**config.mk**
```make
export PLATFORM = sky130hd
export DESIGN_NAME = tdpt_ctrl
export DESIGN_NICKNAME = d
export VERILOG_FILES = /design/src/rtl/core/tdpt_pkg.sv /design/src/rtl/core/tdpt_ctrl.sv
export SDC_FILE = /design/constraint.sdc
export NUM_CORES = 1
export LEC_CHECK = 0
export CAP_MARGIN = 20
export CELL_PAD_IN_SITES_DETAIL_PLACEMENT = 0
export CELL_PAD_IN_SITES_GLOBAL_PLACEMENT = 1
export CORE_AREA = 2 2 39 41
export CTS_CLUSTER_DIAMETER = 100
export DETAILED_ROUTE_END_ITERATION = 12
export DIE_AREA = 0 0 41 43
export DONT_BUFFER_PORTS = 1
export GPL_TIMING_DRIVEN = 0
export PLACE_DENSITY = 0.52
export RECOVER_POWER = 100
export SLEW_MARGIN = 20
export SYNTH_ARGS = -nofsm -noshare
export SYNTH_HDL_FRONTEND = slang
export SYNTH_SLANG_ARGS = --single-unit
```
**constraint.sdc**
```tcl
create_clock -name aclk -period 3.38 [get_ports aclk]
set_input_delay 0.169 -clock aclk [delete_from_list [all_inputs] [get_ports aclk]]
set_output_delay 0.169 -clock aclk [all_outputs]
set_load 0.05 [all_outputs]
```
**src/rtl/core/tdpt_pkg.sv**
```systemverilog
// shared types and defaults for the trial division prime table
// used by tdpt_ctrl, tdpt_datapath and trial_division_prime_table
package tdpt_pkg;

    localparam int TABLE_DEPTH_DEF  = 4096;
    localparam int NUMBER_WIDTH_DEF = 32;
    localparam int CAND_WIDTH       = 32;   // width of the candidate field on the input

    typedef enum logic [2:0] {
        ST_IDLE,
        ST_FETCH,
        ST_CHECK,
        ST_DIV,
        ST_EVAL,
        ST_FINISH
    } tdpt_state_t;

    // controller -> datapath
    typedef struct packed {
        logic load;
        logic rd_en;
        logic start_div;
        logic div_step;
        logic next_idx;
        logic set_bound;
        logic set_divided;
        logic finish;
    } tdpt_cmd_t;

    // datapath -> controller
    typedef struct packed {
        logic cand_small;
        logic idx_at_end;
        logic prime_over;
        logic div_last;
        logic rem_zero;
        logic out_busy;
    } tdpt_status_t;

endpackage

```
**src/rtl/core/tdpt_ctrl.sv**
```systemverilog
// sequencer for the trial division loop: fetch a prime, divide, decide
// depends on tdpt_pkg for the state, command and status types
module tdpt_ctrl
    import tdpt_pkg::*;
(
    input  logic         aclk,
    input  logic         aresetn,
    input  logic         in_valid,
    output logic         in_ready,
    input  tdpt_status_t status,
    output tdpt_cmd_t    cmd
);

    tdpt_state_t state_reg, state_next;

    always_ff @(posedge aclk) begin
        if (!aresetn) begin
            state_reg <= ST_IDLE;
        end else begin
            state_reg <= state_next;
        end
    end

    always_comb begin
        state_next = state_reg;
        cmd        = '0;
        in_ready   = 1'b0;
        case (state_reg)
            ST_IDLE: begin
                in_ready = 1'b1;
                if (in_valid) begin
                    cmd.load   = 1'b1;
                    state_next = ST_FETCH;
                end
            end
            ST_FETCH: begin
                // below two, or every stored prime tried
                if (status.cand_small || status.idx_at_end) begin
                    state_next = ST_FINISH;
                end else begin
                    cmd.rd_en  = 1'b1;
                    state_next = ST_CHECK;
                end
            end
            ST_CHECK: begin
                if (status.prime_over) begin
                    cmd.set_bound = 1'b1;
                    state_next    = ST_FINISH;
                end else begin
                    cmd.start_div = 1'b1;
                    state_next    = ST_DIV;
                end
            end
            ST_DIV: begin
                cmd.div_step = 1'b1;
                if (status.div_last) begin
                    state_next = ST_EVAL;
                end
            end
            ST_EVAL: begin
                if (status.rem_zero) begin
                    cmd.set_divided = 1'b1;
                    state_next      = ST_FINISH;
                end else begin
                    cmd.next_idx = 1'b1;
                    state_next   = ST_FETCH;
                end
            end
            ST_FINISH: begin
                if (!status.out_busy) begin
                    cmd.finish = 1'b1;
                    state_next = ST_IDLE;
                end
            end
            default: begin
                state_next = ST_IDLE;
            end
        endcase
    end

endmodule

```
# Word level (Yosys, flattened, before mapping)
# Index checks and enable logic that the tools add are counted.
# W data, S select, Z words.
# totals
word_cells	35
ram_bits	0
memories	0
ff_bits	3
in_bits	9
latchBits	0
rom_bits	0
# classes
multipliers	0
mux	23
n_addsub	0
div_mod_pow	0
n_shift	0
n_eq_ne	8
order_cmp	0
n_reduce_logical	3
bitwise	0
# ops
op	count
$mux W3	6
$pmux W3 S6	1
$mux W1	16
$eq A3 B2 Y1 const B	2
$eq A3 B3 Y1 const B	2
$ne A2 B2 Y1 const B	3
$eq A3 B1 Y1 const B	1
$logic_not A3 Y1	1
$reduce_and A3 Y1	1
$logic_or A1 B1 Y1	1

# Depth between registers and ports, before layout
# Gate-level depths: netlist of run 1.
# depth
ltp_word	3
ltp_mapped	4
depth_no_buf	3

# Least setup slack after synthesis of run 1
# No wires, ideal clock.
# synth_path
path_type	register to output
startpoint	register state_reg[1]
endpoint	output cmd[7] in the netlist's numbering
n_path_buf	1
stages_incl_launch_ff	4
arrival_time_ps	2191
setup_slack_ps	1020
cell_sequence	dfxtp_1 buf_2 nor3_1 and2_1
# synth_lines
item	line	rtl
start: declaration	tdpt_ctrl.sv:14	tdpt_state_t state_reg, state_next;
start signal: assignment	tdpt_ctrl.sv:20	state_reg <= state_next;
end: declaration	tdpt_ctrl.sv:11	output tdpt_cmd_t cmd

==> impl_results.md, run 1 <==
* Largest net degree at the start of global routing at 11
* Final Slew Violations at 5
* Slew @ Worst Pin at 2290 ps
* Fmax at roughly 0.37 GHz
* Worst-path clk slew at ~40 ps
* Post-synth top area share at between 20% and 30%
* CTS Buf Count at 3
* Vias in the first global route at ~240
* Slew HR at -54.5%
* Max capacitance violation total at 3
* Die X at slightly above 40 µm
* HP Class: in2reg
* Drt pass-1 iters at 4
* Row cnt at 14
* Initial Util at between 20% and 30%
* Failing checks: max-capacitance violations, max-slew violations
* Maximum VDD drop at around 0.13 mV
* Total gr overflow at 0
* H-tree lvl count at 1
* Final Hold Vio Count at 0
* FF+latch count, synth at 3
* Layout cells sized above 1 at 20.5%
* GPL Wtd Cong at approximately 0.75
* Power Density at 491 nW/µm²
* Final setup fails at 0
* Sw frac at 38.2%
* TNS Setup at 0 ps
* I/O Buffers at 0
* DR WL/cell at about 13 µm
* Clk_lat worst skew at 230 ps
* Commonest cells after routing, fill and taps aside: 3 x clkbuf_1, 3 x nor3_1, 3 x nor2_1, 3 x clkbuf_4, 3 x dfxtp_1
* Reg-to-reg startpoint: state_reg[1]
* Die Ht at between 40 and 50 µm
* DP Area at between 300 and 400 µm²
* Fin crit share at 81.0%
* Largest register FFs at 3
* CP Capture Type: output port
* GR peak layer: met2
* Routed vias at between 200 and 300
* Cell Int Power at 96.4 µW
* Status: complete, but fails checks
* CTS tree: done
* M1 GR Usage at between 10 and 15%
* R2R setup slack at 690 ps
* Synth-to-Final Area Change at 14.4%
* CTS resizes at 0
* Cell taking the most area after synthesis: dfxtp_1
* Starting DRT DRC Count at 5
* Post-synth ARST share at 0%
* Setup Fix Bufs, Post-CTS at 0
* Detailed Place HPWL at 592 µm
* Hold Worst Slack at approximately 57 ps
* Clock root cell: clkbuf_4
* Total number of yosys warnings at 0
* # IOs at 18
* Distinct cells, synth at 25
* Top cells by area, synth: dfxtp_1 22%, nor3_1 7.2%, buf_4 5.4%, nor4b_2 5.4%, a31oi_1 4.5%
* Met2 usage at between 10% and 20%
* Worst r2r dst: state_reg[2]
* Critical path fanouts, max at 10
* RSZ-0062 raised after global routing: no
* Hold Path Stages at 1
* Global Route Usage Sum at a little under a tenth
* Clk pwr share at 40.5%
* Number of synthesized flops with an enable pin at 0
* Critical path startpoint category: flip-flop
* Minimum clock period at 2740 ps
* Hold-fix buffer count after cts at 0
* Final Power at approximately 160 µW
* Final nets at 49
* First-pass GRT wire length at approximately 1100 µm
* Req. time, crit path at 3210 ps
* Cells after Synth at 35
* Met3 Use GR at under 10%
* Antenna cells at 0
* Initial antenna violation count at 0
* Hold worst-path end: state_reg[1]
* Deepest clock path buffer count at 2
* Final wirelength at a little over 700 µm
* Post-DR vias/cell at about 5.0
* Post-synthesis average cell area at between 7 and 8 µm²
* Num Clock Sinks at 3
* Core area at 1380 µm²
* Detail Route Antenna Nets at 0
* Detailed-route DRC error count at 0
* Logic pwr share at between 30% and 40%
* LEAKAGE at approximately 0.12 nW
* Synth Net Count at 44
* Area of the mapped netlist at ~280 µm²
* Part of the power in registers at 26.3%
* Die area at 1760 µm²
* Switching pwr at between 50 and 60 µW
* Arrival time worst endpoint at about 2600 ps
* Hold Path Origin: aresetn
* FF-to-FF path depth at 3
* Post-layout instance area at between 300 and 400 µm²
* CP Class: reg2out
* Clock Skews at between 2 and 3 ps
* Sequential-to-total area share from yosys stat at between 20% and 30%
* Main synth FF type: dfxtp_1
-- routing by layer --
metal / vias up / wire length (µm)
met5: - / 0
met3: 0 / 44
met4: 0 / 0
met1: 127 / 252
li1: 141 / -
met2: 8 / 425
-- how the worst max path moves through the flow --
stage | slack (ps) | to | start | depth (start not counted)
CTS | 1130 | cmd[7] | state_reg[1] | 3
floorplan | 1020 | cmd[7] | state_reg[1] | 3
global placement | 920 | cmd[7] | state_reg[1] | 3
global route | 540 | cmd[0] | state_reg[0] | 2
detailed placement | 1390 | cmd[7] | state_reg[1] | 3
finish | 640 | cmd[5] | state_reg[0] | 2
-- synth_stat cells, types with 2 or more instances --
| master | instances |
|---|---|
| nor3_1 | 4 |
| a31oi_1 | 2 |
| a21oi_1 | 2 |
| dfxtp_1 | 3 |
| nor2_1 | 3 |
| buf_4 | 2 |
-- power by group through the flow --
| stage | Sequential, mW | Clock (mW) | Combinational, mW |
|---|---|---|---|
| after floorplan | 0.0414 | 0 | 0.0480 |
| after global placement | 0.0422 | 0 | 0.0529 |
| after detailed placement | 0.0429 | 0 | 0.0595 |
| after CTS | 0.0424 | 0.0663 | 0.0596 |
| after global routing | 0.0418 | 0.0695 | 0.0562 |
| final | 0.0411 | 0.0632 | 0.0518 |
-- kinds of logic after synthesis --
group | share of synthesized area (%)
AO/OA/AOI/OAI | 23.9
buffers and inverters | 9.90
flip-flops | 21.6
AND/OR/NAND/NOR | 44.6
-- area by class of cell --
cell class,count,area [µm²]
multi-input cells,27,189
clock buffers,4,26.3
well taps,16,20.0
flip-flops and latches,3,60.1
fillers,165,1070
plain buffers,3,15.0
inverters,2,7.51
-- critical path, cell delays in order, from the launching register on --
cell and delay [ps]:
dfxtp_1 320, clkbuf_1 230, nor4_1 1790
-- metrics by stage --
stage,util (%),cells,setup slack [ps]
floorplan,-,35,1020
global placement,21.5,51,916
detailed placement,25.4,51,1390
CTS,27.3,55,1130
global route,23.0,55,538
finish,23.0,55,643
(Power assumes the default switching activity.)
==> inputs of run 2 (changes only) <==
- PLACE_DENSITY: 0.52 -> 0.54
- clock period: 3.38 -> 2.4 ns (I/O delays scaled with it)
==> run 2 against run 1 <==
  * The flow now finishes without violations
  * Wire length rose by 2.4%
  * Design area rose by 9.1%
  * Sequential share of layout area fell by 1.6 points
  * Sequential power rose by 42%
  * Clock power rose by 37%
  * Critical path depth rose by 1
  * Global-route usage fell by 0.30 points
  * Die area did not move
  * Final cell count did not move
  * Worst hold slack got worse by 47 ps
  * Critical path type unchanged
  * Critical endpoint is now cmd[7]
  * Highest routed layer unchanged
==> impl_results.md, run 2 (synthesis gave the netlist of run 1 again) <==
* Deepest clock path buffer count at 2 (unchanged)
* Hold Path Origin: aresetn
* Fin crit share at 89.7%
* First-pass GRT wire length at 1070 µm (-0.65%)
* # IOs at 18 (unchanged)
* DP Area at 352 µm² (unchanged)
* Arrival time worst endpoint at 2030 ps (-540 ps)
* CP Class: reg2out
* Fmax at approximately 0.46 GHz
* CTS tree: done
* Family with the most delay on the worst path: simple AND/OR/NAND/NOR gates
* Die Ht at 43 µm (unchanged)
* Largest net degree at the start of global routing at 11 (unchanged)
* Req. time, crit path at 2280 ps (-930 ps)
* Final setup fails at 0 (unchanged)
* Antenna cells at 0 (unchanged)
* Setup Fix Bufs, Post-CTS at 0 (unchanged)
* Die area at 1760 µm² (unchanged)
* CTS Buf Count at 3 (unchanged)
* I/O Buffers at 0 (unchanged)
* Drt pass-1 iters at 3 (-1)
* Worst-path clk slew at 30 ps (about the same)
* H-tree lvl count at 1 (unchanged)
* Reg-to-reg startpoint: state_reg[1]
* Finished Layout Cells at 55 (unchanged)
* Commonest cells after routing, fill and taps aside: 3 x nor2_1, 3 x clkbuf_4, 3 x dfxtp_1
* Power Density at 644 nW/µm² (+31%)
* Status: completed
* RSZ-0062 raised after global routing: no
* CP Capture Type: output port
* TNS Setup at 0 ps (unchanged)
* Hold-fix buffer count after cts at 0 (unchanged)
* Initial antenna violation count at 0 (unchanged)
* Final nets at 49 (unchanged)
* WP buf/inv at 1 (unchanged)
* Clk_lat worst skew at 230 ps (about the same)
* CP max stage cell: nor3_2
* Clock root cell: clkbuf_4
* GPL Wtd Cong at 0.776 (+3.6%)
* Minimum clock period at roughly 2200 ps
* Hold worst-path end: state_reg[1]
* HP Class: in2reg
* Worst r2r dst: state_reg[2]
* Final Hold Vio Count at 0 (unchanged)
* LEAKAGE at 0.130 nW (+11%)
* CTS resizes at 0 (unchanged)
* Core area at 1380 µm² (unchanged)
* Final Slew Violations at 0 (-5)
* DR WL/cell at 13.5 µm (+2.4%)
* Layout cells sized above 1 at 33.3% (+13 points)
* Slew HR at 3.34% (+58 points)
* Hold Path Stages at 1 (unchanged)
* Critical path fanouts, max at 10 (unchanged)
* Die X at 41 µm (unchanged)
* Detailed-route DRC error count at 0 (unchanged)
* Slew @ Worst Pin at 1440 ps (-847 ps)
* Final wirelength at 740 µm (+2.4%)
* Detailed Place HPWL at 582 µm (-1.7%)
* Detail Route Antenna Nets at 0 (unchanged)
* Total gr overflow at 0 (unchanged)
* Maximum VDD drop at 0.186 mV (+39%)
* Clock Skews at 0.856 ps (-1.87 ps)
* R2R setup slack at 470 ps (-220 ps)
* Max stage delay on crit path at 710 ps (-1080 ps)
* Placed cell count at 51 (unchanged)
* Post-DR vias/cell at 5.11 (+1.8%)
* Starting DRT DRC Count at 3 (-2)
* Max capacitance violation total at 0 (-3)
* Num Clock Sinks at 3 (unchanged)
* Final Power at 223 µW (+43%)
* Initial Util at 20.1% (unchanged)
* Routed vias at 281 (+1.8%)
* Post-layout instance area at 347 µm² (+9.1%)
* FF-to-FF path depth at 3 (unchanged)
* Largest register FFs at 3 (unchanged)
* Synth-to-Final Area Change at 24.8%
* Row cnt at 14 (unchanged)
* Vias in the first global route at 272 (+12%)
* Critical path startpoint category: flip-flop
* Critical Path, Cell by Cell: buf_2 > nor3_2 > and2_1
* Global Route Usage Sum at 9.02% (-0.30 points)
[run 2: report_power, final]
part | leakage [nW] | internal, mW | total, mW | switching (mW)
sequential | 0.0247 | 0.0543 | 0.0585 | 0.00419
combinational | 0.0904 | 0.0225 | 0.0781 | 0.0556
clock | 0.0150 | 0.0622 | 0.0866 | 0.0244
[run 2: metal layers]
layer | part of all wire [%] | global-route usage, %
met2 | 55 | 13.4
met5 | 0 | 0
met3 | 9.3 | 2.62
met1 | 36 | 10.5
met4 | 0 | 6.00
[run 2: final cells by class]
cell class	instances	area (µm²)
fill	160	1040
multi-input combinational	27	213
inverter	2	7.51
tap	16	20.0
sequential	3	60.1
buffer	3	20.0
clock buffer	4	26.3
[run 2: worst max path at each step]
| stage | cells past startpoint | endpoint | slack (ps) | from |
|---|---|---|---|---|
| CTS | 3 | cmd[7] | 200 | state_reg[1] |
| floorplan | 3 | cmd[7] | 90 | state_reg[1] |
| global route | 3 | cmd[7] | 170 | state_reg[1] |
| detailed placement | 3 | cmd[7] | 460 | state_reg[1] |
| global placement | 3 | cmd[7] | -20 | state_reg[1] |
| finish | 3 | cmd[7] | 250 | state_reg[1] |
[run 2: worst register-to-register path: cells and delay by family, from the launching register on]
family          cells  cell delay, ps
flops               1             400
buf+inv             1             110
simple gates        1            1060
compound gates      1             290
[run 2: stage by stage]
stage          worst slack (ps)  hold slack [ps]  utilization (%)
2_1_floorplan              88.8              237                -
3_3_place_gp              -21.7              241             21.5
3_5_place_dp                461              244             25.4
4_1_cts                     203            0.890             27.3
5_1_grt                     169             5.36             25.0
6_report                    247             9.22             25.0
==> inputs of run 3 (changes only) <==
- CELL_PAD_IN_SITES_DETAIL_PLACEMENT: 0 -> 1
- CTS_BUF_LIST: unset -> sky130_fd_sc_hd__clkbuf_4 sky130_fd_sc_hd__clkbuf_8
==> run 3 against run 2 <==
  * Via count is 3.6% higher
  * Count of clock-buffer cells in the layout is the same
  * Core utilization grew 0.99 points
  * Wire length grew 10%
  * First-iteration DRC count rose by 33%
  * Final cell count grew 1.8%
  * Global-route usage up 0.60 points
  * Sequential share of layout area decreased by 0.66 points
  * Critical path type unchanged
==> impl_results.md, run 3 (synthesis gave the netlist of run 1 again) <==
* Die Ht at 43 µm (unchanged)
* Final Slew Violations at 0 (unchanged)
* Final Power at 237 µW (+6.1%)
* Status: completed
* Hold Worst Slack at 18.5 ps (+9.33 ps)
* Post-layout instance area at 360 µm² (+4.0%)
* Logic pwr share at 33.9% (-1.1 points)
* Worst-path clk slew at 40 ps (about the same)
* Slew @ Worst Pin at 1450 ps (+8.22 ps)
* Sw frac at 36.1% (-1.7 points)
* Post-DR vias/cell at 5.20 (+1.7%)
* Die area at 1760 µm² (unchanged)
* GPL Wtd Cong at 0.776 (unchanged)
* Largest register FFs at 3 (unchanged)
* Final nets at 50 (+2.0%)
* Final setup fails at 0 (unchanged)
* # IOs at 18 (unchanged)
* Clock Skews at 1.22 ps (+0.364 ps)
* Arrival time worst endpoint at 2040 ps (about the same)
* Starting DRT DRC Count at 4 (+1)
* Slew HR at 2.79% (-0.55 points)
* Initial antenna violation count at 0 (unchanged)
* Fin crit share at 90.2% (+0.50 points)
* Commonest cells after routing, fill and taps aside: 4 x clkbuf_4, 3 x nor2_1, 3 x dfxtp_1
* H-tree lvl count at 1 (unchanged)
* Part of the power in registers at 24.8% (-1.4 points)
* Final wirelength at 816 µm (+10%)
* Power Density at 657 nW/µm² (+2.0%)
* CP Class: reg2out
* Die X at 41 µm (unchanged)
* Leading cell type in the layout, fill and taps excluded: clkbuf_4
* Num Clock Sinks at 3 (unchanged)
* Total gr overflow at 0 (unchanged)
* Drt pass-1 iters at 3 (unchanged)
* Row cnt at 14 (unchanged)
* Critical path startpoint category: flip-flop
* Switching pwr at 85.4 µW (+1.4%)
* Detail Route Antenna Nets at 0 (unchanged)
* CTS tree: done
* Critical Path, Cell by Cell: buf_2 > nor3_2 > and2_1
* Layout cells sized above 1 at 35.0% (+1.7 points)
* Initial Util at 20.1% (unchanged)
* Detailed Place HPWL at 650 µm (+12%)
* Fmax at 0.462 GHz (-0.55%)
* Antenna cells at 0 (unchanged)
* Req. time, crit path at 2280 ps (about the same)
* Critical path fanouts, max at 10 (unchanged)
* TNS Setup at 0 ps (unchanged)
* Cell Int Power at 151 µW (+8.9%)
* CP max stage cell: nor3_2
* Deepest clock path buffer count at 2 (unchanged)
* First-pass GRT wire length at 1150 µm (+7.8%)
* I/O Buffers at 0 (unchanged)
* CP Capture Type: output port
* HP Class: in2reg
* Clk_lat worst skew at 230 ps (about the same)
* Vias in the first global route at 293 (+7.7%)
* DP Area at 352 µm² (unchanged)
* Minimum clock period at 2160 ps (+11.9 ps)
* Detailed-route DRC error count at 0 (unchanged)
* Clock root cell: clkbuf_4
* Max capacitance violation total at 0 (unchanged)
* Clk pwr share at 41.3% (+2.5 points)
* Routed vias at 291 (+3.6%)
* Global Route Usage Sum at 9.62% (+0.60 points)
* Largest net degree at the start of global routing at 11 (unchanged)
* Synth-to-Final Area Change at 29.7%
* Max stage delay on crit path at 710 ps (about the same)
* CTS Buf Count at 3 (unchanged)
* DR WL/cell at 14.6 µm (+8.3%)
* LEAKAGE at 0.138 nW (+5.8%)
* Core area at 1380 µm² (unchanged)
* RSZ-0062 raised after global routing: no
* Maximum VDD drop at 0.248 mV (+33%)
* Final Hold Vio Count at 0 (unchanged)
==> run 3: cell type report <==
class	count	area, µm²
Timing Repair Buffer	1	10.0
Tap cell	16	20.0
Clock buffer	4	30.0
Buffer	3	20.0
Inverter	2	7.51
Fill cell	169	1020
Sequential cell	3	60.1
Multi-Input combinational cell	27	213
==> run 3: stage by stage <==
stage	instances	setup slack [ps]	utilization [%]
floorplan	35	88.8	-
global placement	51	-21.7	21.5
detailed placement	51	444	25.4
CTS	56	191	28.3
global route	56	165	26.0
finish	56	235	26.0
==> run 3: power by group through the flow <==
stage	combinational [mW]	sequential, mW	clock (mW)
global placement	0.0746	0.0594	0
detailed placement	0.0846	0.0608	0
CTS	0.0860	0.0600	0.104
global route	0.0854	0.0595	0.106
floorplan	0.0675	0.0583	0
finish	0.0802	0.0587	0.0978
==> run 3: critical path: cells and delay by family, from the launching register on <==
kind                   cells  cell delay, ps
and+or+nand+nor            2            1250
buffers and inverters      1             210
DFF                        1             350
==> run 3: metal layers <==
| layer | track usage, % | part of all wire [%] | vias to the layer above |
|---|---|---|---|
| met1 | 11.8 | 42 | 140 |
| met4 | 6.00 | 0 | 0 |
| met2 | 14.7 | 51 | 10 |
| met5 | 0 | 0 | - |
| li1 | - | - | 141 |
| met3 | 1.57 | 6.5 | 0 |
==> run 3: final timing paths <==
path | from | end | slack (ps) | cells after the start
hold reg to reg | state_reg[1] | state_reg[0] | 760 | 2
setup / recovery | state_reg[1] | cmd[7] | 240 | 3
hold / removal | aresetn | state_reg[0] | 20 | 2
setup reg to reg | state_reg[1] | state_reg[2] | 470 | 3
==> run 3: repair_timing <==
action                                 in CTS  in global routing
setup endpoints to repair                   0                  0
hold buffers                                1                  0
setup buffers                               0                  0
endpoints found under the hold margin       1                  0
gates resized for setup                     0                  0
